`src/design/jaic_pkg.sv`:
```
// Shared constants and controller/datapath command types for the jog axis
// input conditioner. No dependencies; every other design file imports it.
package jaic_pkg;

   // Configuration port
   localparam int CSR_IDX_W  = 3;
   localparam int CSR_DATA_W = 16;

   localparam logic [CSR_IDX_W-1:0] CSR_LOW_THRESHOLD  = 3'd0;
   localparam logic [CSR_IDX_W-1:0] CSR_SPEED_GAIN     = 3'd1;
   localparam logic [CSR_IDX_W-1:0] CSR_MIN_SPEED      = 3'd2;
   localparam logic [CSR_IDX_W-1:0] CSR_MAX_SPEED      = 3'd3;
   localparam logic [CSR_IDX_W-1:0] CSR_DEBOUNCE_LIMIT = 3'd4;

   // Field and register widths
   localparam int THRESH_W = 12;
   localparam int GAIN_W   = 16;
   localparam int SPEED_W  = 16;
   localparam int LIMIT_W  = 8;
   localparam int COUNT_W  = 8;

   localparam logic [THRESH_W-1:0] THRESH_RESET = 12'd0;
   localparam logic [GAIN_W-1:0]   GAIN_RESET   = 16'd4096;
   localparam logic [SPEED_W-1:0]  MIN_RESET    = 16'd0;
   localparam logic [SPEED_W-1:0]  MAX_RESET    = 16'hFFFF;
   localparam logic [LIMIT_W-1:0]  LIMIT_RESET  = 8'd5;
   localparam logic [COUNT_W-1:0]  COUNT_MAX    = 8'hFF;
   localparam logic [SPEED_W-1:0]  SPEED_MAX    = 16'hFFFF;

   // Speed arithmetic
   localparam int GAIN_FRAC_BITS = 12;
   localparam int DELTA_W        = SPEED_W + 1;   // signed max - min
   localparam int QUOT_W         = DELTA_W + 1;   // biased quotient
   localparam int RES_W          = QUOT_W + 2;    // signed min + quotient - bias

   // Debounced flags
   localparam int FLAG_COUNT    = 4;
   localparam int FLAG_ENABLE   = 0;
   localparam int FLAG_DIR      = 1;
   localparam int FLAG_TRIG_NEG = 2;
   localparam int FLAG_TRIG_POS = 3;

   typedef struct packed {
      logic load;       // capture the word, step the debouncers
      logic mul_frac;   // gain * (sample - threshold) -> fraction
      logic mul_prod;   // (max - min) * fraction + bias -> dividend
      logic fold;       // one end-around fold of the division by full scale
      logic finish;     // load the result register
   } dp_cmd_type;

   typedef struct packed {
      logic fold_done;  // dividend below 2^SAMPLE_BITS
   } dp_status_type;

endpackage

```
`src/design/jaic_ctrl.sv`:
```
// Sequencing state machine of the jog axis input conditioner.
// Depends on jaic_pkg for the command and status structs.
module jaic_ctrl (
   input  logic                   clock,
   input  logic                   reset,
   input  logic                   req_valid,
   output logic                   req_ready,
   output logic                   rsp_valid,
   input  logic                   rsp_ready,
   output jaic_pkg::dp_cmd_type    dp_cmd,
   input  jaic_pkg::dp_status_type dp_status
);
   import jaic_pkg::*;

   localparam logic [2:0] ST_IDLE = 3'd0;
   localparam logic [2:0] ST_MULF = 3'd1;
   localparam logic [2:0] ST_MULP = 3'd2;
   localparam logic [2:0] ST_FOLD = 3'd3;
   localparam logic [2:0] ST_DONE = 3'd4;

   logic [2:0] state_ff, state_in;
   logic       rsp_valid_ff, rsp_valid_in;
   logic       slot_free;

   assign slot_free = !rsp_valid_ff || rsp_ready;

   always_comb begin
      state_in = state_ff;
      dp_cmd   = '0;
      unique case (state_ff)
         ST_IDLE: begin
            if (req_valid) begin
               dp_cmd.load = 1'b1;
               state_in    = ST_MULF;
            end
         end
         ST_MULF: begin
            dp_cmd.mul_frac = 1'b1;
            state_in        = ST_MULP;
         end
         ST_MULP: begin
            dp_cmd.mul_prod = 1'b1;
            state_in        = ST_FOLD;
         end
         ST_FOLD: begin
            // fold until the dividend fits below full scale plus one
            if (dp_status.fold_done) begin
               state_in = ST_DONE;
            end else begin
               dp_cmd.fold = 1'b1;
            end
         end
         ST_DONE: begin
            // hold until the output register is free or draining
            if (slot_free) begin
               dp_cmd.finish = 1'b1;
               state_in      = ST_IDLE;
            end
         end
         default: begin
            state_in = ST_IDLE;
         end
      endcase
   end

   always_comb begin
      rsp_valid_in = rsp_valid_ff;
      if (rsp_ready) begin
         rsp_valid_in = 1'b0;
      end
      if (dp_cmd.finish) begin
         rsp_valid_in = 1'b1;
      end
   end

   always_ff @(posedge clock) begin
      if (reset) begin
         state_ff     <= ST_IDLE;
         rsp_valid_ff <= 1'b0;
      end else begin
         state_ff     <= state_in;
         rsp_valid_ff <= rsp_valid_in;
      end
   end

   assign req_ready = (state_ff == ST_IDLE);
   assign rsp_valid = rsp_valid_ff;

endmodule

```
`src/design/jaic_dp.sv`:
```
// Datapath of the jog axis input conditioner: configuration registers,
// debouncers, shared multiplier, divide-by-full-scale folder, result register.
// Depends on jaic_pkg.
module jaic_dp #(
   parameter int SAMPLE_BITS = 12
) (
   input  logic                            clock,
   input  logic                            reset,
   input  jaic_pkg::dp_cmd_type             dp_cmd,
   output jaic_pkg::dp_status_type          dp_status,
   input  logic                            csr_we,
   input  logic [jaic_pkg::CSR_IDX_W-1:0]  csr_index,
   input  logic [jaic_pkg::CSR_DATA_W-1:0] csr_wdata,
   input  logic                            req_neg_pin,
   input  logic                            req_pos_pin,
   input  logic [SAMPLE_BITS-1:0]          req_speed_sample,
   input  logic                            req_trig_neg_pin,
   input  logic                            req_trig_pos_pin,
   output logic                            rsp_jog_active,
   output logic                            rsp_direction_positive,
   output logic [jaic_pkg::SPEED_W-1:0]    rsp_speed,
   output logic                            rsp_trigger_neg,
   output logic                            rsp_trigger_pos
);
   import jaic_pkg::*;

   localparam int PROD_W = DELTA_W + SAMPLE_BITS + 1;
   localparam int ACC_W  = PROD_W - 1;
   localparam int HI_W   = ACC_W - SAMPLE_BITS;
   localparam logic [SAMPLE_BITS-1:0] FS = '1;
   // bias that lifts (max - min) * fraction to a non-negative dividend
   localparam logic [PROD_W-1:0] BIAS = PROD_W'(FS) * PROD_W'(SPEED_MAX);

   // configuration
   logic [THRESH_W-1:0] low_threshold_ff;
   logic [GAIN_W-1:0]   speed_gain_ff;
   logic [SPEED_W-1:0]  min_speed_ff;
   logic [SPEED_W-1:0]  max_speed_ff;
   logic [LIMIT_W-1:0]  debounce_limit_ff;

   always_ff @(posedge clock) begin
      if (reset) begin
         low_threshold_ff  <= THRESH_RESET;
         speed_gain_ff     <= GAIN_RESET;
         min_speed_ff      <= MIN_RESET;
         max_speed_ff      <= MAX_RESET;
         debounce_limit_ff <= LIMIT_RESET;
      end else if (csr_we) begin
         unique case (csr_index)
            CSR_LOW_THRESHOLD:  low_threshold_ff  <= csr_wdata[THRESH_W-1:0];
            CSR_SPEED_GAIN:     speed_gain_ff     <= csr_wdata[GAIN_W-1:0];
            CSR_MIN_SPEED:      min_speed_ff      <= csr_wdata[SPEED_W-1:0];
            CSR_MAX_SPEED:      max_speed_ff      <= csr_wdata[SPEED_W-1:0];
            CSR_DEBOUNCE_LIMIT: debounce_limit_ff <= csr_wdata[LIMIT_W-1:0];
            default: ;
         endcase
      end
   end

   // debouncers
   logic [FLAG_COUNT-1:0] raw_flags;
   logic [FLAG_COUNT-1:0] flags_ff, flags_in;
   logic [COUNT_W-1:0]    counts_ff [FLAG_COUNT];
   logic [COUNT_W-1:0]    counts_in [FLAG_COUNT];

   always_comb begin
      raw_flags[FLAG_ENABLE]   = req_neg_pin ^ req_pos_pin;
      raw_flags[FLAG_DIR]      = req_pos_pin & ~req_neg_pin;
      raw_flags[FLAG_TRIG_NEG] = req_trig_neg_pin;
      raw_flags[FLAG_TRIG_POS] = req_trig_pos_pin;
   end

   always_comb begin
      for (int i = 0; i < FLAG_COUNT; i++) begin
         flags_in[i]  = flags_ff[i];
         counts_in[i] = counts_ff[i];
         if (dp_cmd.load) begin
            if (raw_flags[i] != flags_ff[i]) begin
               if (counts_ff[i] > debounce_limit_ff) begin
                  flags_in[i]  = raw_flags[i];
                  counts_in[i] = '0;
               end else if (counts_ff[i] != COUNT_MAX) begin
                  counts_in[i] = counts_ff[i] + 1'b1;
               end
            end else begin
               counts_in[i] = '0;
            end
         end
      end
   end

   always_ff @(posedge clock) begin
      if (reset) begin
         flags_ff <= '0;
         for (int i = 0; i < FLAG_COUNT; i++) begin
            counts_ff[i] <= '0;
         end
      end else begin
         flags_ff <= flags_in;
         for (int i = 0; i < FLAG_COUNT; i++) begin
            counts_ff[i] <= counts_in[i];
         end
      end
   end

   // speed mapping
   logic [SAMPLE_BITS-1:0]          sample_ff;
   logic [SAMPLE_BITS-1:0]          thresh_n;
   logic [SAMPLE_BITS-1:0]          diff;
   logic signed [DELTA_W-1:0]       delta;
   logic signed [DELTA_W-1:0]       op_a;
   logic signed [SAMPLE_BITS:0]     op_b;
   logic signed [PROD_W-1:0]        product;
   logic [SAMPLE_BITS+3:0]          frac_raw;
   logic [SAMPLE_BITS-1:0]          frac_ff, frac_in;
   logic [PROD_W-1:0]               acc_sum;
   logic [ACC_W-1:0]                acc_ff, acc_in;
   logic [QUOT_W-1:0]               quot_ff, quot_in;
   logic [HI_W-1:0]                 fold_hi;
   logic [SAMPLE_BITS-1:0]          fold_lo;
   logic [QUOT_W-1:0]               quot_final;
   logic signed [RES_W-1:0]         res;
   logic [SPEED_W-1:0]              speed_clamped;

   assign thresh_n = SAMPLE_BITS'(low_threshold_ff);
   assign diff     = (sample_ff > thresh_n) ? (sample_ff - thresh_n) : '0;
   assign delta    = signed'({1'b0, max_speed_ff}) - signed'({1'b0, min_speed_ff});

   // one multiplier, used first for the fraction and then for the span
   always_comb begin
      if (dp_cmd.mul_prod) begin
         op_a = delta;
         op_b = signed'({1'b0, frac_ff});
      end else begin
         op_a = signed'({1'b0, speed_gain_ff});
         op_b = signed'({1'b0, diff});
      end
   end

   assign product  = PROD_W'(op_a) * PROD_W'(op_b);
   assign frac_raw = product[GAIN_W+SAMPLE_BITS-1:GAIN_FRAC_BITS];
   assign frac_in  = (|frac_raw[SAMPLE_BITS+3:SAMPLE_BITS]) ? FS
                                                          : frac_raw[SAMPLE_BITS-1:0];
   assign acc_sum  = $unsigned(product) + BIAS;

   // x = hi * 2^N + lo = hi * (2^N - 1) + (hi + lo)
   assign fold_hi = acc_ff[ACC_W-1:SAMPLE_BITS];
   assign fold_lo = acc_ff[SAMPLE_BITS-1:0];
   assign dp_status.fold_done = (fold_hi == '0);

   always_comb begin
      acc_in  = acc_ff;
      quot_in = quot_ff;
      if (dp_cmd.mul_prod) begin
         acc_in  = acc_sum[ACC_W-1:0];
         quot_in = '0;
      end else if (dp_cmd.fold) begin
         acc_in  = ACC_W'(fold_hi) + ACC_W'(fold_lo);
         quot_in = quot_ff + QUOT_W'(fold_hi);
      end
   end

   // remainder equal to full scale adds one more to the quotient
   assign quot_final = quot_ff + QUOT_W'(acc_ff == ACC_W'(FS));
   assign res = signed'(RES_W'(min_speed_ff)) + signed'(RES_W'(quot_final))
              - signed'(RES_W'(SPEED_MAX));

   always_comb begin
      if (res[RES_W-1]) begin
         speed_clamped = '0;
      end else if (res > signed'(RES_W'(SPEED_MAX))) begin
         speed_clamped = SPEED_MAX;
      end else begin
         speed_clamped = res[SPEED_W-1:0];
      end
   end

   always_ff @(posedge clock) begin
      if (dp_cmd.load) begin
         sample_ff <= req_speed_sample;
      end
      if (dp_cmd.mul_frac) begin
         frac_ff <= frac_in;
      end
      acc_ff  <= acc_in;
      quot_ff <= quot_in;
      if (dp_cmd.finish) begin
         rsp_jog_active         <= flags_ff[FLAG_ENABLE];
         rsp_direction_positive <= flags_ff[FLAG_DIR];
         rsp_speed              <= speed_clamped;
         rsp_trigger_neg        <= flags_ff[FLAG_TRIG_NEG];
         rsp_trigger_pos        <= flags_ff[FLAG_TRIG_POS];
      end
   end

endmodule

```
`src/design/jog_axis_input_conditioner.sv`:
```
// Jog axis input conditioner: takes one poll word per axis (two jog switch
// pins, a speed potentiometer sample, two auto-trigger pins) and returns one
// result word: debounced jog enable, direction and triggers plus a speed
// command mapped from min_speed to max_speed across the pot range above
// low_threshold, scaled by the Q4.12 speed_gain. One word is in flight at a
// time; a word is accepted, makes two passes through the single shared
// 17 x (SAMPLE_BITS+1) multiplier, then end-around folds divide by full
// scale until the dividend fits below 2^SAMPLE_BITS, then the result
// register is loaded. The result register lets the next request word be
// taken while a finished result still waits on rsp_ready. Configuration
// writes are always ready and belong in idle periods. Debouncer state and
// configuration reset at once.
module jog_axis_input_conditioner #(
   parameter int SAMPLE_BITS = 12
) (
   input  logic                            clock,
   input  logic                            reset,
   // configuration write channel
   input  logic                            csr_valid,
   output logic                            csr_ready,
   input  logic [jaic_pkg::CSR_IDX_W-1:0]  csr_index,
   input  logic [jaic_pkg::CSR_DATA_W-1:0] csr_wdata,
   // request channel
   input  logic                            req_valid,
   output logic                            req_ready,
   input  logic                            req_neg_pin,
   input  logic                            req_pos_pin,
   input  logic [SAMPLE_BITS-1:0]          req_speed_sample,
   input  logic                            req_trig_neg_pin,
   input  logic                            req_trig_pos_pin,
   // response channel
   output logic                            rsp_valid,
   input  logic                            rsp_ready,
   output logic                            rsp_jog_active,
   output logic                            rsp_direction_positive,
   output logic [jaic_pkg::SPEED_W-1:0]    rsp_speed,
   output logic                            rsp_trigger_neg,
   output logic                            rsp_trigger_pos
);
   import jaic_pkg::*;

   dp_cmd_type    dp_cmd;
   dp_status_type dp_status;
   logic          csr_we;

   // accept configuration words on every cycle
   assign csr_ready = 1'b1;
   assign csr_we    = csr_valid & csr_ready;

   jaic_ctrl u_ctrl (
      .clock     (clock),
      .reset     (reset),
      .req_valid (req_valid),
      .req_ready (req_ready),
      .rsp_valid (rsp_valid),
      .rsp_ready (rsp_ready),
      .dp_cmd    (dp_cmd),
      .dp_status (dp_status)
   );

   jaic_dp #(
      .SAMPLE_BITS (SAMPLE_BITS)
   ) u_dp (
      .clock                  (clock),
      .reset                  (reset),
      .dp_cmd                 (dp_cmd),
      .dp_status              (dp_status),
      .csr_we                 (csr_we),
      .csr_index              (csr_index),
      .csr_wdata              (csr_wdata),
      .req_neg_pin            (req_neg_pin),
      .req_pos_pin            (req_pos_pin),
      .req_speed_sample       (req_speed_sample),
      .req_trig_neg_pin       (req_trig_neg_pin),
      .req_trig_pos_pin       (req_trig_pos_pin),
      .rsp_jog_active         (rsp_jog_active),
      .rsp_direction_positive (rsp_direction_positive),
      .rsp_speed              (rsp_speed),
      .rsp_trigger_neg        (rsp_trigger_neg),
      .rsp_trigger_pos        (rsp_trigger_pos)
   );

   // A taken request word blocks the next one until its result is loaded.
   a_busy_after_accept: assert property (@(posedge clock) disable iff (reset)
      req_valid && req_ready |=> !req_ready)
      else $error("request accepted while previous word still in work");

   // Never overwrite a result that has not been taken.
   a_finish_slot_free: assert property (@(posedge clock) disable iff (reset)
      dp_cmd.finish |-> (!rsp_valid || rsp_ready))
      else $error("result register overwritten before it was taken");

   // A loaded result is presented on the next cycle.
   a_finish_shows: assert property (@(posedge clock) disable iff (reset)
      dp_cmd.finish |=> rsp_valid)
      else $error("loaded result not presented");

   // The controller issues at most one datapath command per cycle.
   a_one_cmd: assert property (@(posedge clock) disable iff (reset)
      $onehot0({dp_cmd.load, dp_cmd.mul_frac, dp_cmd.mul_prod,
                dp_cmd.fold, dp_cmd.finish}))
      else $error("conflicting datapath commands");

endmodule

```
`config.mk`:
```
export PLATFORM = sky130hd
export DESIGN_NAME = jog_axis_input_conditioner
export DESIGN_NICKNAME = d
export VERILOG_FILES = /design/src/design/jaic_pkg.sv /design/src/design/jaic_ctrl.sv /design/src/design/jaic_dp.sv /design/src/design/jog_axis_input_conditioner.sv
export SDC_FILE = /design/constraint.sdc
export NUM_CORES = 1
export LEC_CHECK = 0
export ABC_CLOCK_PERIOD_IN_PS = 12100
export BUFFER_PORTS_ARGS = -buffer_cell sky130_fd_sc_hd__buf_2
export CAP_MARGIN = 40
export CORE_MARGIN = 10
export CORE_UTILIZATION = 25
export CTS_CLUSTER_SIZE = 25
export DETAILED_ROUTE_END_ITERATION = 6
export GPL_ROUTABILITY_DRIVEN = 0
export GPL_TIMING_DRIVEN = 0
export PLACE_DENSITY = 0.4
export SYNTH_ARGS = -nofsm -noshare
export SYNTH_HDL_FRONTEND = slang
export SYNTH_SLANG_ARGS = --single-unit
export TNS_END_PERCENT = 30
```
`constraint.sdc`:
```
create_clock -name clock -period 12.1 [get_ports clock]
set_input_delay 0 -clock clock [delete_from_list [all_inputs] [get_ports clock]]
set_output_delay 0 -clock clock [all_outputs]
set_load 0.05 [all_outputs]
```
==> metrics.md <==
| Metric | Value |
|---|---|
| Outcome | finished, final reports clean |
| Worst Path Required | 12340 ps |
| Crit path launch | u_dp.sample_ff[0]$_DFFE_PP_ |
| Reg2Reg Setup Slack | 1950 ps |
| Fraction of the mapped netlist area in adder cells | 28.89% |
| Io pins | 63 |
| Post-CTS setup repair buffer count | 0 |
| Antenna cells | 0 |
| Total power per unit cell area | ~140 nW/um2 |
| Crit path DAT | 10390 ps |
| Root buffer cell | clkbuf_16 |
| DPL Wire Length | between 50000 and 60000 um |
| Starting density of the core | ~25% |
| Worst path bufs/invs | 9 |
| Top-count cell post-synth | nand2_1 |
| Ranking of synthesized cells by area | fa_1, dfxtp_1, ha_1, edfxtp_1, nand2_1 |
| Total of max-cap violations | 0 |
| Final count of hold timing violations | 0 |
| H-tree depth | 4 |
| Critical path endpoint category | flop |
| Via count | 17756 |
| CTS tree | done |
| Die H | 309.6 um |
| Synthesis Warnings | 0 |
| Clk_skew | 20.85 ps |
| Post-synth ARST share | 0% |
| Layout cells sized above 1 | approximately 6.3% |
| Main combinational cell family by area after synthesis | adder cells |
| Synth area leader | fa_1 |
| Drt first pass iters | 5 |
| Die width | just over 300 um |
| Complex-gate fraction of the synthesized area | 12.81% |
| XOR/XNOR share of the synthesized area | 6.309% |
| Part of the Yosys area used for sequential elements | 22.49% |
| Number of buffers added on ports | 60 |
| Clock Path Buffers | 2 |
| Worst-path clk slew | 90 ps |
| Number of synthesized register bits | 199 |
| Total grt overflow | 0 |
| Final setup fails | 0 |
| Clk Latency, worst-skew pair | 500 ps |
| Most used cell, CP | fa_1 |
| Syn avg cell area | 8.332 um2 |
| HP Class | input port to flop |
| Largest net degree at the start of global routing | 21 |
| Resized cells post-CTS | 0 |
| Nets | just over 3000 |
| Peak supply drop | 0.00008982 V |
| Sink Count | 199 |
| DR iter-0 viols | about 1000 |
| WL/cell | 17.96 um |
| F_max | 98.56 MHz |
| First-pass GRT wire length | about 110000 um |
| Reg2reg path depth | 34 |
| Delay-heaviest family, CP | adder cells |
| Hold path endpoint | u_dp.max_speed_ff[4]$_SDFFE_PP1P_ |
| Hold path start | reset |
| Count of pins over their slew limit | 0 |
| RSZ-0062 raised after global routing | false |
| Synth Area in Simple Gates | between 20% and 30% |
| Mapped Cells | 2516 |
| Largest incremental delay on the critical path | 820 ps |
| Most frequent cells after synthesis | nand2_1, inv_1, nor2_1, fa_1, ha_1 |
| Slowest cell on crit path | fa_1 |
| Antenna-violating nets left | 0 |
| Leak | about 10 nW |
| TritonCTS Buffers | 17 |
| Gr usage total | between 10% and 20% |
| Cell area after synthesis | 20960 um2 |
| Post-CTS Hold Buffers | 40 |
| Slew at the pin with the worst max-slew slack | 1035 ps |
| Min Clock Period, post-route | 10150 ps |
| Final setup TNS | 0 ps |
| Number of antenna violations at the first check in global routing | 0 |
| Number of filler instances in the final layout | 8859 |
| Max transition margin | between 30% and 40% |
| CP startpoint kind | flop |
| Final Cycle Share | 83.85% |
| DR vias/cell | 4.745 |
| Pwr Total | between 3 and 4 mW |
| Crit Path Max Fanout | 10 |
| Mapped Nets | roughly 3000 |
| Number of global-route vias before repair | 18155 |
| Mux cell area share after synthesis | less than 1% |
| Rows | 106 |
| Crit Reg-Reg Startpoint | u_dp.sample_ff[0]$_DFFE_PP_ |
| Post-synth EDFFs | 73 |
| Setup CP Type | flop to flop |
| Area Growth Syn to Fin | 13.35% |
| CORE AREA | about 83000 um2 |
| Worst Hold Path Cells | 2 |
| Worst r2r dst | u_dp.acc_ff[28]$_SDFFCE_PN0P_ |
| Synth unique cells | 93 |
| Die area | 95840 um2 |
| Final wirelength | 67220 um |
| DRC Markers | 0 |
| Synth top area share | 18.14% |
| Most used DFF post-synth | dfxtp_1 |
[how the worst max path moves through the flow]
stage / endpoint / slack (ps) / depth (start not counted)
detailed placement: u_dp.acc_ff[28]$_SDFFCE_PN0P_ / 1940 / 32
global placement: u_dp.acc_ff[28]$_SDFFCE_PN0P_ / 1990 / 32
floorplan: u_dp.acc_ff[28]$_SDFFCE_PN0P_ / 3680 / 32
global route: u_dp.acc_ff[28]$_SDFFCE_PN0P_ / 1100 / 32
CTS: u_dp.acc_ff[28]$_SDFFCE_PN0P_ / 1860 / 32
finish: u_dp.acc_ff[28]$_SDFFCE_PN0P_ / 1950 / 34
[where the power goes]
group	internal, mW	switching, mW
Sequential	0.788	0.0892
Clock	0.272	0.305
Combinational	0.669	1.12
[layout make-up]
cell class	instances	area, um2	area share [%]
clock buffers	18	429.2	1.806
clock inverters	14	137.6	0.5792
flip-flops and latches	199	4715	19.84
plain buffers	74	317.8	1.337
inverters	324	1216	5.118
repair buffers	114	862.1	3.628
multi-input cells	1919	14730	62.00
well taps	1080	1351	5.687
[worst reg2reg max path: cells and delay by family, from the launching register on]
kind	cells	cell delay (ps)
compound gates	8	1910
fa+ha+maj	8	3820
simple gates	8	1750
flops	1	370
xor+xnor	1	220
buf+inv	9	1830
[cells by family (layout without fill, tap and decap cells)]
logic type      Yosys count  after routing
compound gates          423            423
simple gates            957            957
fa+ha+maj               370            370
xor+xnor                151            151
other cells               1              1
mux                      17             17
buf+inv                 398            544
flops                   199            199
[flip-flops by register name (all words and copies together) (netlist names), 4 cells and up]
name,cells
u_dp.frac_ff,12
u_dp.max_speed_ff,16
u_dp.low_threshold_ff,12
u_dp.quot_ff,18
u_dp.rsp_speed,16
u_dp.counts_ff,32
u_dp.flags_ff,4
u_dp.sample_ff,12
u_dp.min_speed_ff,16
u_dp.debounce_limit_ff,8
u_dp.acc_ff,29
u_dp.speed_gain_ff,16
[layout by cell type (no fill, tap or decap), types with 9 or more instances in the layout]
cell and instances:
nand2_1 381, inv_1 324, nor2_1 232, fa_1 190
ha_1 180, a21oi_1 167, dfxtp_1 126, xnor2_1 91
edfxtp_1 73, o21ai_0 71, buf_2 67, nand3_1 67
xor2_1 60, clkbuf_1 57, a21o_1 41, nor3_1 41
dlygate4sd3_1 40, nand4_1 39, nand2b_1 30, and3_1 30
nor2b_1 24, nand3b_1 23, o21a_1 20, a31oi_1 20
clkbuf_16 17, and2_1 16, mux2i_1 16, or3_1 13
or2_2 12, a211oi_1 10, buf_4 9
[stage by stage]
| stage | hold WS, ps | utilization, % | instances | setup WS [ps] | instance area (um2) |
|---|---|---|---|---|---|
| after global placement | 178.3 | 27.11 | 3656 | 1989 | 22620 |
| after floorplan | 98.87 | - | 2516 | 3682 | 20960 |
| after CTS | 28.47 | 28.48 | 3742 | 1864 | 23760 |
| after global routing | 60.39 | 28.48 | 3742 | 1096 | 23760 |
| after detailed placement | 178.1 | 27.32 | 3670 | 1945 | 22790 |
| final | 61.46 | 28.48 | 3742 | 1954 | 23760 |
[layer usage]
metal | part of all wire (%) | vias to the layer above | track usage [%]
met5 | 0 | - | 0
met4 | 3.7 | 0 | 5.753
li1 | - | 8649 | -
met1 | 45 | 8690 | 18.09
met3 | 3.6 | 75 | 1.711
met2 | 48 | 342 | 24.25
(Power assumes the default switching activity.)
